==> config.mk <==
export PLATFORM = sky130hd
export DESIGN_NAME = capture_record_deframer
export DESIGN_NICKNAME = d
export VERILOG_FILES = /design/src/sv/crd_pkg.sv /design/src/sv/capture_record_deframer.sv /design/src/sv/crd_divider.sv /design/src/sv/crd_ctrl.sv
export SDC_FILE = /design/constraint.sdc
export NUM_CORES = 2
export LEC_CHECK = 0
export BUFFER_PORTS_ARGS = -buffer_cell sky130_fd_sc_hd__buf_2
export CAP_MARGIN = 20
export CORE_MARGIN = 2
export CORE_UTILIZATION = 65
export CTS_BUF_LIST = sky130_fd_sc_hd__clkbuf_4
export CTS_CLUSTER_SIZE = 24
export DETAILED_ROUTE_END_ITERATION = 10
export GPL_TIMING_DRIVEN = 0
export PLACE_DENSITY = 0.83
export SLEW_MARGIN = 10
export SYNTH_ARGS = -nofsm -noshare
export SYNTH_HDL_FRONTEND = slang
export SYNTH_SLANG_ARGS = --single-unit
export TNS_END_PERCENT = 30
==> constraint.sdc <==
create_clock -name clk -period 15.1 [get_ports clk]
set_input_delay 1.51 -clock clk [delete_from_list [all_inputs] [get_ports clk]]
set_output_delay 1.51 -clock clk [all_outputs]
set_load 0.02 [all_outputs]
==> src/sv/crd_pkg.sv <==
// Package for the capture record deframer: widths, codes and constants.
// Used by every module of the block.
package crd_pkg;
    localparam int OFFSET_W = 35;
    localparam int HZ_W = 32;
    localparam int LEN_W = 16;
    localparam int REM_W = 17;
    localparam int SEC_W = 35;
    localparam int NSF_W = 30;
    localparam int DEF_MAX_PACKET_BYTES = 16384;
    localparam int CYCLE_BYTES = 64;
    localparam logic [55:0] SIG_VALUE = 56'h666C6F57202E44;
    localparam logic [63:0] NS_PER_S = 64'd1000000000;
    localparam logic [OFFSET_W-1:0] OFFSET_MAX = '1;

    localparam logic [0:0] REG_BANK = 1'b0;
    localparam logic [0:0] REG_HZ = 1'b1;

    typedef enum logic [1:0] {
        K_HEADER = 2'd0,
        K_DATA = 2'd1,
        K_END = 2'd2,
        K_ERROR = 2'd3
    } kind_t;

    // controller to datapath
    typedef struct packed {
        logic start_div;
    } dp_cmd_t;

    // datapath to controller
    typedef struct packed {
        logic busy;
        logic done;
    } dp_stat_t;
endpackage

==> src/sv/capture_record_deframer.sv <==
// Top level of the capture record deframer: controller plus conversion unit.
// Depends on crd_pkg, crd_ctrl, crd_divider.
//
//  channel  | handshake             | payload
//  input    | in_valid / in_stall   | ram_word
//  output   | out_valid / out_stall | kind, stamp_*, packet_length, data_word, last
//  config   | cfg_we                | cfg_index, cfg_data
//
// One word per cycle when not stalled; after header word 2 the input stalls for setup,
// the multiply, the seconds and nanoseconds divider passes, and the result load.
// Reset clears offset, phase and bank register, sets the rate to 1; no clearing pass.
// Output stall holds the input once a result is waiting.
module capture_record_deframer
    import crd_pkg::*;
#(
    parameter int MAX_PACKET_BYTES = DEF_MAX_PACKET_BYTES
)
(
    input  logic               clk,
    input  logic               rst_n,
    input  logic               cfg_we,
    input  logic [1:0]         cfg_index,
    input  logic [OFFSET_W-1:0] cfg_data,
    input  logic               in_valid,
    output logic               in_stall,
    input  logic [63:0]        ram_word,
    output logic               out_valid,
    input  logic               out_stall,
    output logic [1:0]         kind,
    output logic [SEC_W-1:0]   stamp_sec,
    output logic [NSF_W-1:0]   stamp_nsec,
    output logic [LEN_W-1:0]   packet_length,
    output logic [63:0]        data_word,
    output logic               last
);
    dp_cmd_t cmd;
    dp_stat_t stat;
    logic [63:0] clocks;
    logic [HZ_W-1:0] hz;
    logic hdr_sel;
    logic [SEC_W-1:0] sec;
    logic [NSF_W-1:0] nsf;

    crd_ctrl #(.MAX_PACKET_BYTES(MAX_PACKET_BYTES)) u_ctrl (
        .clk(clk), .rst_n(rst_n), .cfg_we(cfg_we), .cfg_idx_ok(~cfg_index[1]),
        .cfg_sel(cfg_index[0]), .cfg_data(cfg_data), .in_valid(in_valid),
        .in_stall(in_stall), .in_word(ram_word), .out_valid(out_valid),
        .out_stall(out_stall), .kind(kind), .packet_length(packet_length),
        .data_word(data_word), .last(last), .hdr_sel(hdr_sel), .cmd(cmd),
        .stat(stat), .clocks(clocks), .hz(hz)
    );

    crd_divider u_div (
        .clk(clk), .rst_n(rst_n), .cmd(cmd), .clocks(clocks), .hz(hz),
        .stat(stat), .seconds(sec), .nanos(nsf)
    );

    assign stamp_sec = hdr_sel ? sec : '0;
    assign stamp_nsec = hdr_sel ? nsf : '0;
endmodule

==> src/sv/crd_divider.sv <==
// Datapath: timestamp conversion. Multiplies clocks by 10^9 in 32x32 partial products,
// divides by rate*10^9 for seconds, then the remainder by rate for nanoseconds, one
// quotient bit a cycle. Depends on crd_pkg.
module crd_divider
    import crd_pkg::*;
(
    input  logic              clk,
    input  logic              rst_n,
    input  dp_cmd_t           cmd,
    input  logic [63:0]       clocks,
    input  logic [HZ_W-1:0]   hz,
    output dp_stat_t          stat,
    output logic [SEC_W-1:0]  seconds,
    output logic [NSF_W-1:0]  nanos
);
    typedef enum logic [2:0] {S_IDLE, S_MUL0, S_MUL1, S_DIV1, S_DIV2} st_t;
    st_t st_reg;
    logic [6:0] cnt_reg;
    logic [63:0] prod_reg;
    logic [63:0] quo_reg;
    logic [63:0] rem_reg;
    logic [63:0] den_reg;
    logic [63:0] pp_reg;
    logic [SEC_W-1:0] sec_reg;
    logic done_reg;

    logic [64:0] trial;
    logic [63:0] shifted;
    logic [63:0] quo_next;
    logic [63:0] rem_next;
    logic [HZ_W-1:0] hz_eff;
    always_comb
    begin
        shifted = {rem_reg[62:0], quo_reg[63]};
        trial = {rem_reg, quo_reg[63]} - {1'b0, den_reg};
        quo_next = {quo_reg[62:0], ~trial[64]};
        rem_next = trial[64] ? shifted : trial[63:0];
        hz_eff = (hz == '0) ? HZ_W'(1) : hz;
    end

    always_ff @(posedge clk or negedge rst_n)
    begin
        if (!rst_n)
        begin
            st_reg <= S_IDLE;
            done_reg <= 1'b0;
            cnt_reg <= '0;
            prod_reg <= '0;
            quo_reg <= '0;
            rem_reg <= '0;
            den_reg <= '0;
            pp_reg <= '0;
            sec_reg <= '0;
        end
        else
        begin
            done_reg <= (st_reg == S_DIV2) && (cnt_reg == 7'd63);
            unique case (st_reg)
                S_IDLE:
                    if (cmd.start_div)
                    begin
                        // low half of clocks times 10^9
                        pp_reg <= {32'd0, clocks[31:0]} * {32'd0, NS_PER_S[31:0]};
                        st_reg <= S_MUL0;
                    end
                S_MUL0:
                begin
                    prod_reg <= pp_reg;
                    pp_reg <= {32'd0, clocks[63:32]} * {32'd0, NS_PER_S[31:0]};
                    st_reg <= S_MUL1;
                end
                S_MUL1:
                begin
                    quo_reg <= prod_reg + {pp_reg[31:0], 32'd0};
                    rem_reg <= '0;
                    den_reg <= {32'd0, hz_eff} * {34'd0, NS_PER_S[29:0]};
                    cnt_reg <= 7'd0;
                    st_reg <= S_DIV1;
                end
                S_DIV1, S_DIV2:
                begin
                    if (cnt_reg != 7'd63)
                    begin
                        quo_reg <= quo_next;
                        rem_reg <= rem_next;
                        cnt_reg <= cnt_reg + 7'd1;
                    end
                    else if (st_reg == S_DIV1)
                    begin
                        // seconds done; divide the remainder by the rate for nanoseconds
                        sec_reg <= quo_next[SEC_W-1:0];
                        quo_reg <= rem_next;
                        rem_reg <= '0;
                        den_reg <= {32'd0, hz_eff};
                        cnt_reg <= 7'd0;
                        st_reg <= S_DIV2;
                    end
                    else
                    begin
                        quo_reg <= quo_next;
                        rem_reg <= rem_next;
                        st_reg <= S_IDLE;
                    end
                end
                default: st_reg <= S_IDLE;
            endcase
        end
    end

    assign stat.busy = (st_reg != S_IDLE);
    assign stat.done = done_reg;
    assign seconds = sec_reg;
    assign nanos = quo_reg[NSF_W-1:0];
endmodule

==> src/sv/crd_ctrl.sv <==
// Controller: walks header and data cycles, checks bounds, drives the
// output register and starts timestamp conversion. Depends on crd_pkg.
module crd_ctrl
    import crd_pkg::*;
#(
    parameter int MAX_PACKET_BYTES = DEF_MAX_PACKET_BYTES
)
(
    input  logic                clk,
    input  logic                rst_n,
    input  logic                cfg_we,
    input  logic [0:0]          cfg_idx_ok,
    input  logic                cfg_sel,
    input  logic [HZ_W+2:0]     cfg_data,
    input  logic                in_valid,
    output logic                in_stall,
    input  logic [63:0]         in_word,
    output logic                out_valid,
    input  logic                out_stall,
    output logic [1:0]          kind,
    output logic [LEN_W-1:0]    packet_length,
    output logic [63:0]         data_word,
    output logic                last,
    output logic                hdr_sel,
    output dp_cmd_t             cmd,
    input  dp_stat_t            stat,
    output logic [63:0]         clocks,
    output logic [HZ_W-1:0]     hz
);
    typedef enum logic [1:0] {P_HEADER, P_DATA, P_WAIT, P_STOP} ph_t;
    ph_t ph_reg;
    logic [OFFSET_W-1:0] off_reg, bank_reg;
    logic [2:0] wic_reg;
    logic [LEN_W-1:0] len_reg;
    logic [REM_W-1:0] rem_reg;
    logic [HZ_W-1:0] hz_reg;
    logic [63:0] ts_reg;

    logic take;
    logic [OFFSET_W+1:0] need;
    logic [OFFSET_W-1:0] off_inc;
    logic [OFFSET_W:0] off_sum;
    logic [LEN_W-1:0] wlen;

    assign in_stall = (ph_reg == P_WAIT) || stat.busy || (out_valid && out_stall);
    assign take = in_valid && !in_stall;
    assign wlen = in_word[LEN_W-1:0];
    assign need = {2'b0, off_reg} + (OFFSET_W+2)'(CYCLE_BYTES)
                  + {{(OFFSET_W+2-LEN_W){1'b0}}, wlen};
    assign off_sum = {1'b0, off_reg} + (OFFSET_W+1)'(CYCLE_BYTES);
    assign off_inc = off_sum[OFFSET_W] ? OFFSET_MAX : off_sum[OFFSET_W-1:0];
    assign clocks = ts_reg;
    assign hz = hz_reg;

    always_ff @(posedge clk or negedge rst_n)
    begin
        if (!rst_n)
        begin
            ph_reg <= P_HEADER;
            off_reg <= '0;
            bank_reg <= '0;
            hz_reg <= HZ_W'(1);
            wic_reg <= '0;
            len_reg <= '0;
            rem_reg <= '0;
            ts_reg <= '0;
            out_valid <= 1'b0;
            cmd <= '0;
            kind <= K_HEADER;
            packet_length <= '0;
            data_word <= '0;
            last <= 1'b0;
            hdr_sel <= 1'b0;
        end
        else
        begin
            cmd.start_div <= 1'b0;
            if (cfg_we && cfg_idx_ok[0])
            begin
                if (cfg_sel == REG_BANK)
                    bank_reg <= cfg_data[OFFSET_W-1:0];
                else
                    hz_reg <= cfg_data[HZ_W-1:0];
            end
            if (out_valid && !out_stall)
                out_valid <= 1'b0;
            if (ph_reg == P_WAIT && stat.done)
            begin
                out_valid <= 1'b1;
                ph_reg <= (wic_reg == '0 && rem_reg != '0) ? P_DATA : P_HEADER;
            end
            if (take)
            begin
                unique case (ph_reg)
                    P_HEADER:
                    begin
                        wic_reg <= wic_reg + 3'd1;
                        if (wic_reg == 3'd0 && (off_reg >= bank_reg
                            || in_word[55:0] != SIG_VALUE))
                        begin
                            ph_reg <= P_STOP;
                            {kind, packet_length, data_word, last, hdr_sel}
                                <= {K_END, {LEN_W{1'b0}}, 64'd0, 1'b1, 1'b0};
                            out_valid <= 1'b1;
                        end
                        else if (wic_reg == 3'd1)
                            ts_reg <= in_word;
                        else if (wic_reg == 3'd2)
                        begin
                            if (32'(wlen) > MAX_PACKET_BYTES)
                            begin
                                ph_reg <= P_STOP;
                                {kind, packet_length, data_word, last, hdr_sel}
                                    <= {K_ERROR, wlen, 64'd0, 1'b1, 1'b0};
                                out_valid <= 1'b1;
                            end
                            else if (need > {2'b0, bank_reg})
                            begin
                                ph_reg <= P_STOP;
                                {kind, packet_length, data_word, last, hdr_sel}
                                    <= {K_END, {LEN_W{1'b0}}, 64'd0, 1'b1, 1'b0};
                                out_valid <= 1'b1;
                            end
                            else
                            begin
                                len_reg <= wlen;
                                rem_reg <= {1'b0, wlen};
                                {kind, packet_length, data_word, last, hdr_sel}
                                    <= {K_HEADER, wlen, 64'd0, wlen == '0, 1'b1};
                                cmd.start_div <= 1'b1;
                                ph_reg <= P_WAIT;
                            end
                        end
                        if (wic_reg == 3'd7)
                        begin
                            off_reg <= off_inc;
                            ph_reg <= (rem_reg != '0) ? P_DATA : P_HEADER;
                        end
                    end
                    P_DATA:
                    begin
                        if (rem_reg != '0)
                        begin
                            {kind, packet_length, data_word, last, hdr_sel}
                                <= {K_DATA, len_reg, in_word, rem_reg <= REM_W'(8), 1'b0};
                            rem_reg <= (rem_reg <= REM_W'(8)) ? '0 : rem_reg - REM_W'(8);
                            out_valid <= 1'b1;
                        end
                        wic_reg <= wic_reg + 3'd1;
                        if (wic_reg == 3'd7)
                        begin
                            off_reg <= off_inc;
                            if (rem_reg <= REM_W'(8))
                                ph_reg <= P_HEADER;
                        end
                    end
                    default: ;
                endcase
            end
        end
    end
endmodule

; Yosys cells after proc, flatten, opt, wreduce, memory -nomap -nowiden
; Index checks and enable logic that the tools add are counted.
[word_totals]
in_bits = 106
out_inout_bits = 150
ff_bits = 656
elab_cells = 201
[op_classes]
n_lt_le_gt_ge = 4
n_eq_ne = 24
bitwise_logic = 8
multipliers = 3
addsub = 8
n_mux = 92
n_reduce_logical = 38
[op_table]
columns = operator, n
row1 = 64-bit 2-to-1 mux, 12
row2 = 64-bit case mux with 2 select lines, 5
row3 = 32-bit by 21-bit multiplier with 53-bit output (second input constant), 3
row4 = 17-bit 2-to-1 mux, 7
row5 = 16-bit 2-to-1 mux, 6
row6 = 35-bit by 7-bit adder with 36-bit output (second input constant), 2
row7 = 35-bit 2-to-1 mux, 2
row8 = 65-bit by 64-bit subtractor with 65-bit output, 1
row9 = 64-bit adder, 1
row10 = 56-bit by 55-bit != test with 1-bit output (second input constant), 1
row11 = 37-bit by 16-bit adder with 37-bit output, 1
row12 = 37-bit by 35-bit > comparator with 1-bit output, 1
row13 = 35-bit >= comparator, 1
row14 = 17-bit case mux with 2 select lines, 1
row15 = 32-bit logical NOT, 1
row16 = 32-bit 2-to-1 mux, 1
row17 = 16-bit case mux with 2 select lines, 1
row18 = 2-bit 2-to-1 mux, 15
row19 = 30-bit 2-to-1 mux, 1
row20 = 1-bit 2-to-1 mux, 29
row21 = 17-bit by 4-bit less-or-equal comparator with 1-bit output (second input constant), 1
row22 = 17-bit nonzero test, 1
row23 = 17-bit by 4-bit subtractor with 17-bit output (second input constant), 1
row24 = 16-bit by 15-bit > comparator with 1-bit output (second input constant), 1
row25 = other kinds (35), 81

; Longest topological paths before layout
[depth]
word_depth = 11
depth_mapped = 30
mapped_depth_nobuf = 29

; Hierarchy
; Synthesis repeated with hierarchy kept, for this count alone.
[hier_totals]
hier_cells = 7962
hier_area_um2 = 75257.2
[by_module_without_submodules]
columns = module, seq_area_each_um2, instances, cells_per_inst, area_per_inst_um2
row1 = crd_divider, 8558.2, 1, 6449, 59674.7
row2 = crd_ctrl, 7133.1, 1, 1440, 15099.5
row3 = capture_record_deframer, 0.0, 1, 73, 483.0

; Worst setup path after synthesis
; No wires, ideal clock.
[synth_path]
path_type = register to register
startpoint = register u_ctrl.hz_reg[5] (netlist: u_ctrl.hz[5])
endpoint = register u_div.den_reg[61]
synth_period_minus_slack_ns = 7.442
setup_ns = 0.134
slack_ns = 7.658
path_buffers = 1
required_time_ns = 14.966
t_arrival_ns = 7.308
stages_incl_launch_ff = 29
path_cell_list = dfrtp_1 -> clkbuf_1 -> nor4_1 -> nand4_1 -> o21bai_1 -> nor2_1 -> nor2_1 -> ha_1 -> nor2_1 -> fa_1 -> fa_1 -> fa_1 -> fa_1 -> fa_1 -> inv_1 -> fa_1 -> ha_1 -> and3_1 -> and3_1 -> nand4_1 -> nand3_1 -> o211a_1 -> a221oi_1 -> o21ai_0 -> a31o_2 -> a21oi_1 -> o21ai_0 -> xnor2_1 -> o21ai_0
[synth_via]
elab_chain_cells = 4
[synth_rtl]
columns = element, line_no
row1 = "start, declared", crd_ctrl.sv:36  ; logic [HZ_W-1:0] hz_reg;
row2 = "start signal, assigned", crd_ctrl.sv:83  ; hz_reg <= cfg_data[HZ_W-1:0];
row3 = 32-bit logical NOT, crd_divider.sv:38  ; hz_eff = (hz == '0) ? HZ_W'(1) : hz;
row4 = 32-bit 2-to-1 mux (*), crd_divider.sv:38
row5 = 32-bit by 21-bit multiplier with 53-bit output (*), crd_divider.sv:76  ; den_reg <= {32'd0, hz_eff} * {34'd0, NS_PER_S[29:0]};
row6 = 64-bit case mux with 2 select lines (*), crd_divider.sv:58  ; unique case (st_reg)
row7 = "end signal, assigned", crd_divider.sv:76
row8 = "end signal, assigned", crd_divider.sv:94  ; den_reg <= {32'd0, hz_eff};
row9 = "end, declared", crd_divider.sv:22  ; logic [63:0] den_reg;
; Mark *: on every way between the ends. The rest lies on a longest branch, timed or not.
; A chain may end at the register's enable or synchronous reset.

; Worst setup path after layout
; Same ends and word-level chain as after synthesis.

==> flow_summary_export.csv <==
group,metric,value,unit
status,run_status,"completed",
synth,synth_nets,9887,
worst_setup_path,rrSetupSlack,5.71,ns
sta,max_freq,0.106,GHz
final_layout,fin_cells,9987,
placement,post-dp-hpwl,180,mm
cts,clock-sinks,627,
cts,cts_tree,"yes",
die,die_w,342,um
die,core,0.114,mm2
synth,synth.distinct_cells,99,
die,dieHeight,342,um
synth,synthXorXnorAreaFrac,0.0346,
worst_setup_path,critical_path_peak_fanout,10,
sta,finalCritPeriodShare,0.622,
detailed_routing,num_vias,59144,
detailed_routing,drt_iter0_markers,4917,
sta,setup_violations,0,
cts,root_buffer,"clkbuf_4",
global_routing,grt_usage,0.381,
worst_setup_path,cpMaxStageDelayCell,"o21bai_2",
die,die_area,0.117,mm2
sta,min_period,9.39,ns
final_layout,fin_nets,10326,
global_routing,grt_pass1_wl,342,mm
cts,cts_buffers,173,
sta,rsz0062_at_grt,"no",
final_layout,final_cell_area,0.0799,mm2
worst_setup_path,crit_top_cell,"fa_1",
placement,place_congestion,1.03,
placement,placed_cell_area,0.0777,mm2
detailed_routing,routed_wirelength,217,mm
sta,timing_hold_violations_final,0,
sta,worst_pin_slew,1.17,ns
cts,cts.reportedPaths.clkPinSlew,0.08,ns
synth,synthAdderAreaFrac,0.412,
cts,htreeDepth,4,
final_layout,drive_above_1_share,0.0832,
sta,fin_hold_ws,0.295,ns
synth,synth_area,0.0743,mm2
sta,slew_viol_final,0,
worst_setup_path,crit_path_start_kind,"flip-flop",
global_routing,grt_antenna_before_repair,11,
detailed_routing,avgRoutedWirePerCell,21.7,um
cts,insertion_delay,1.23,ns
synth,yosysWarnings,0,
cts,postCtsResizedCells,0,
worst_setup_path,path_class,"reg2reg",
synth,synthArstFlopShare,1.00,
cts,ctsLongestPathBuffers,3,
final_layout,synthToLayoutAreaGrowth,7.62,%
detailed_routing,ant_nets,0,
worst_setup_path,critPathRequiredTime,16.10,ns
global_routing,grt_pass1_vias,61808,
global_routing,grt_max_degree,108,
worst_setup_path,crit_family,"adder cells",
job,drv_cap,0,
sta,fin_setup_tns,0,ns
synth,synth_top_family_by_area,"adder cells",
detailed_routing,dr.pass1.iters,8,
synth,syn_area_per_cell,9.41,um2
worst_setup_path,reg2reg_depth,28,
worst_hold_path,hold_path_class,"in2async",
placement,numPlacedInstances,9669,
cts,cts_hold_buf,0,
die,io_pins,256,
synth,syn_inst,7893,
die,initial_core_util,0.652,
worst_setup_path,cp.depth,28,
sta,slew_headroom,0.214,
worst_setup_path,path_buf_inv,2,
sta,finClkSkew,0.0949,ns
synth,ys_ff_latch,627,
die,num_rows,124,
global_routing,gr-total-overflow,0,
synth,synthMuxAreaShare,0.0257,
detailed_routing,drc,0,
synth,synth_compound_area_frac,0.122,
synth,yosys.area_share.simple,0.0989,
worst_setup_path,cp.arrival,10.39,ns
detailed_routing,via_per_inst,5.92,
worst_setup_path,end_kind,"flip-flop",
placement,io_buffers,255,
synth,yosys_most_used_dff,"dfrtp_1",
synth,yosysSeqAreaShare,0.211,
cts,post_cts_buffers,0,
synth,synth_edf_count,0,
worst_setup_path,critical-path-max-stage-delay,0.74,ns
## final cells by class
class,instances,area [um2]
diodes,17,42.5
clock buffers,240,1800
flip-flops and latches,627,15700
inverters,1608,6040
repair buffers,264,1500
fillers,8822,33900
well taps,1512,1890
plain buffers,275,1080
clock inverters,61,395
multi-input cells,5383,51500
## placed cells by master, fill, tap and decap left out, types with 61 or more instances in the layout
master,n
inv_1,1607
ha_1,958
fa_1,930
nand2_1,771
dfrtp_1,626
o21ai_0,399
a21oi_1,357
nor2_1,295
buf_2,264
clkbuf_1,246
clkbuf_4,240
xnor2_1,177
a21o_1,161
xor2_1,115
mux2_2,114
and2_1,99
nand3_1,79
a211oi_1,72
nand4_1,61
## final timing paths
check / startpoint / end
hold / removal: rst_n / u_ctrl.hz[4]
min in group clk: u_div.seconds[7] / u_div.seconds[7]
hold reg to reg: u_div.seconds[7] / u_div.seconds[7]
setup reg to reg: u_ctrl.hz[5] / u_div.den_reg[61]
setup / recovery: u_ctrl.hz[5] / u_div.den_reg[61]
max in group asynchronous: rst_n / u_ctrl.data_word[35]
## per-layer routing
| metal | up-vias | part of all wire | wire length [um] | global-route usage |
|---|---|---|---|---|
| li1 | 26706 | - | - | - |
| met1 | 29271 | 0.39 | 85300 | 0.493 |
| met2 | 2558 | 0.46 | 99600 | 0.607 |
| met3 | 597 | 0.087 | 19000 | 0.0787 |
| met4 | 12 | 0.059 | 12800 | 0.200 |
| met5 | - | 0.00041 | 88 | 0 |
## kinds of logic (layout without fill, tap and decap cells)
group	Yosys count	in the layout
AO/OA/AOI/OAI	1431	1431
XOR/XNOR	293	293
adder cells (fa/ha/maj)	1889	1889
buffers and inverters	1883	2448
flip-flops	627	627
multiplexers	176	176
other	0	17
AND/OR/NAND/NOR	1594	1594
## per-stage QoR
step / worst slack [ns] / util
after floorplan: 7.66 / -
after global placement: -0.780 / 0.680
after detailed placement: 5.93 / 0.682
after CTS: 5.86 / 0.702
after global routing: 5.34 / 0.702
final: 5.71 / 0.702
## synthesized netlist by cell type (9+ instances only)
cell	number	area, um2
a211oi_1	73	548
a21boi_0	13	97.6
a21o_1	161	1210
a21oi_1	357	1790
a221oi_1	36	315
a222oi_1	15	150
a22o_1	28	245
a22oi_1	18	135
a31oi_1	47	294
and2_1	99	619
and3_1	37	231
and4_1	13	114
buf_1	13	48.8
buf_2	9	45.0
clkbuf_1	246	923
dfrtp_1	626	15700
fa_1	930	18600
ha_1	958	12000
inv_1	1607	6030
mux2_2	114	1280
mux2i_1	60	601
nand2_1	771	2890
nand2b_1	40	250
nand3_1	79	395
nand4_1	61	382
nor2_1	295	1110
nor2b_1	40	250
nor3_1	57	285
nor3b_1	9	67.6
nor4_1	27	169
o211ai_1	35	263
o21a_1	57	428
o21ai_0	399	2000
o21bai_1	33	248
o22ai_1	32	200
o2bb2ai_1	13	114
o31ai_1	19	143
or3_1	13	81.3
xnor2_1	177	1550
xor2_1	115	1010
## worst reg2reg max path: cells and delay by family, from the launching register on
family / cells / cell delay [ns]
flip-flops: 1 / 0.36
XOR/XNOR: 1 / 0.31
buffers and inverters: 2 / 0.36
AO/OA/AOI/OAI: 8 / 2.67
adder cells (fa/ha/maj): 8 / 3.56
AND/OR/NAND/NOR: 9 / 1.94
Power is left out: the tool's default activity adds up to more than one toggle a clock period on the data nets, which glitch-free logic cannot reach.
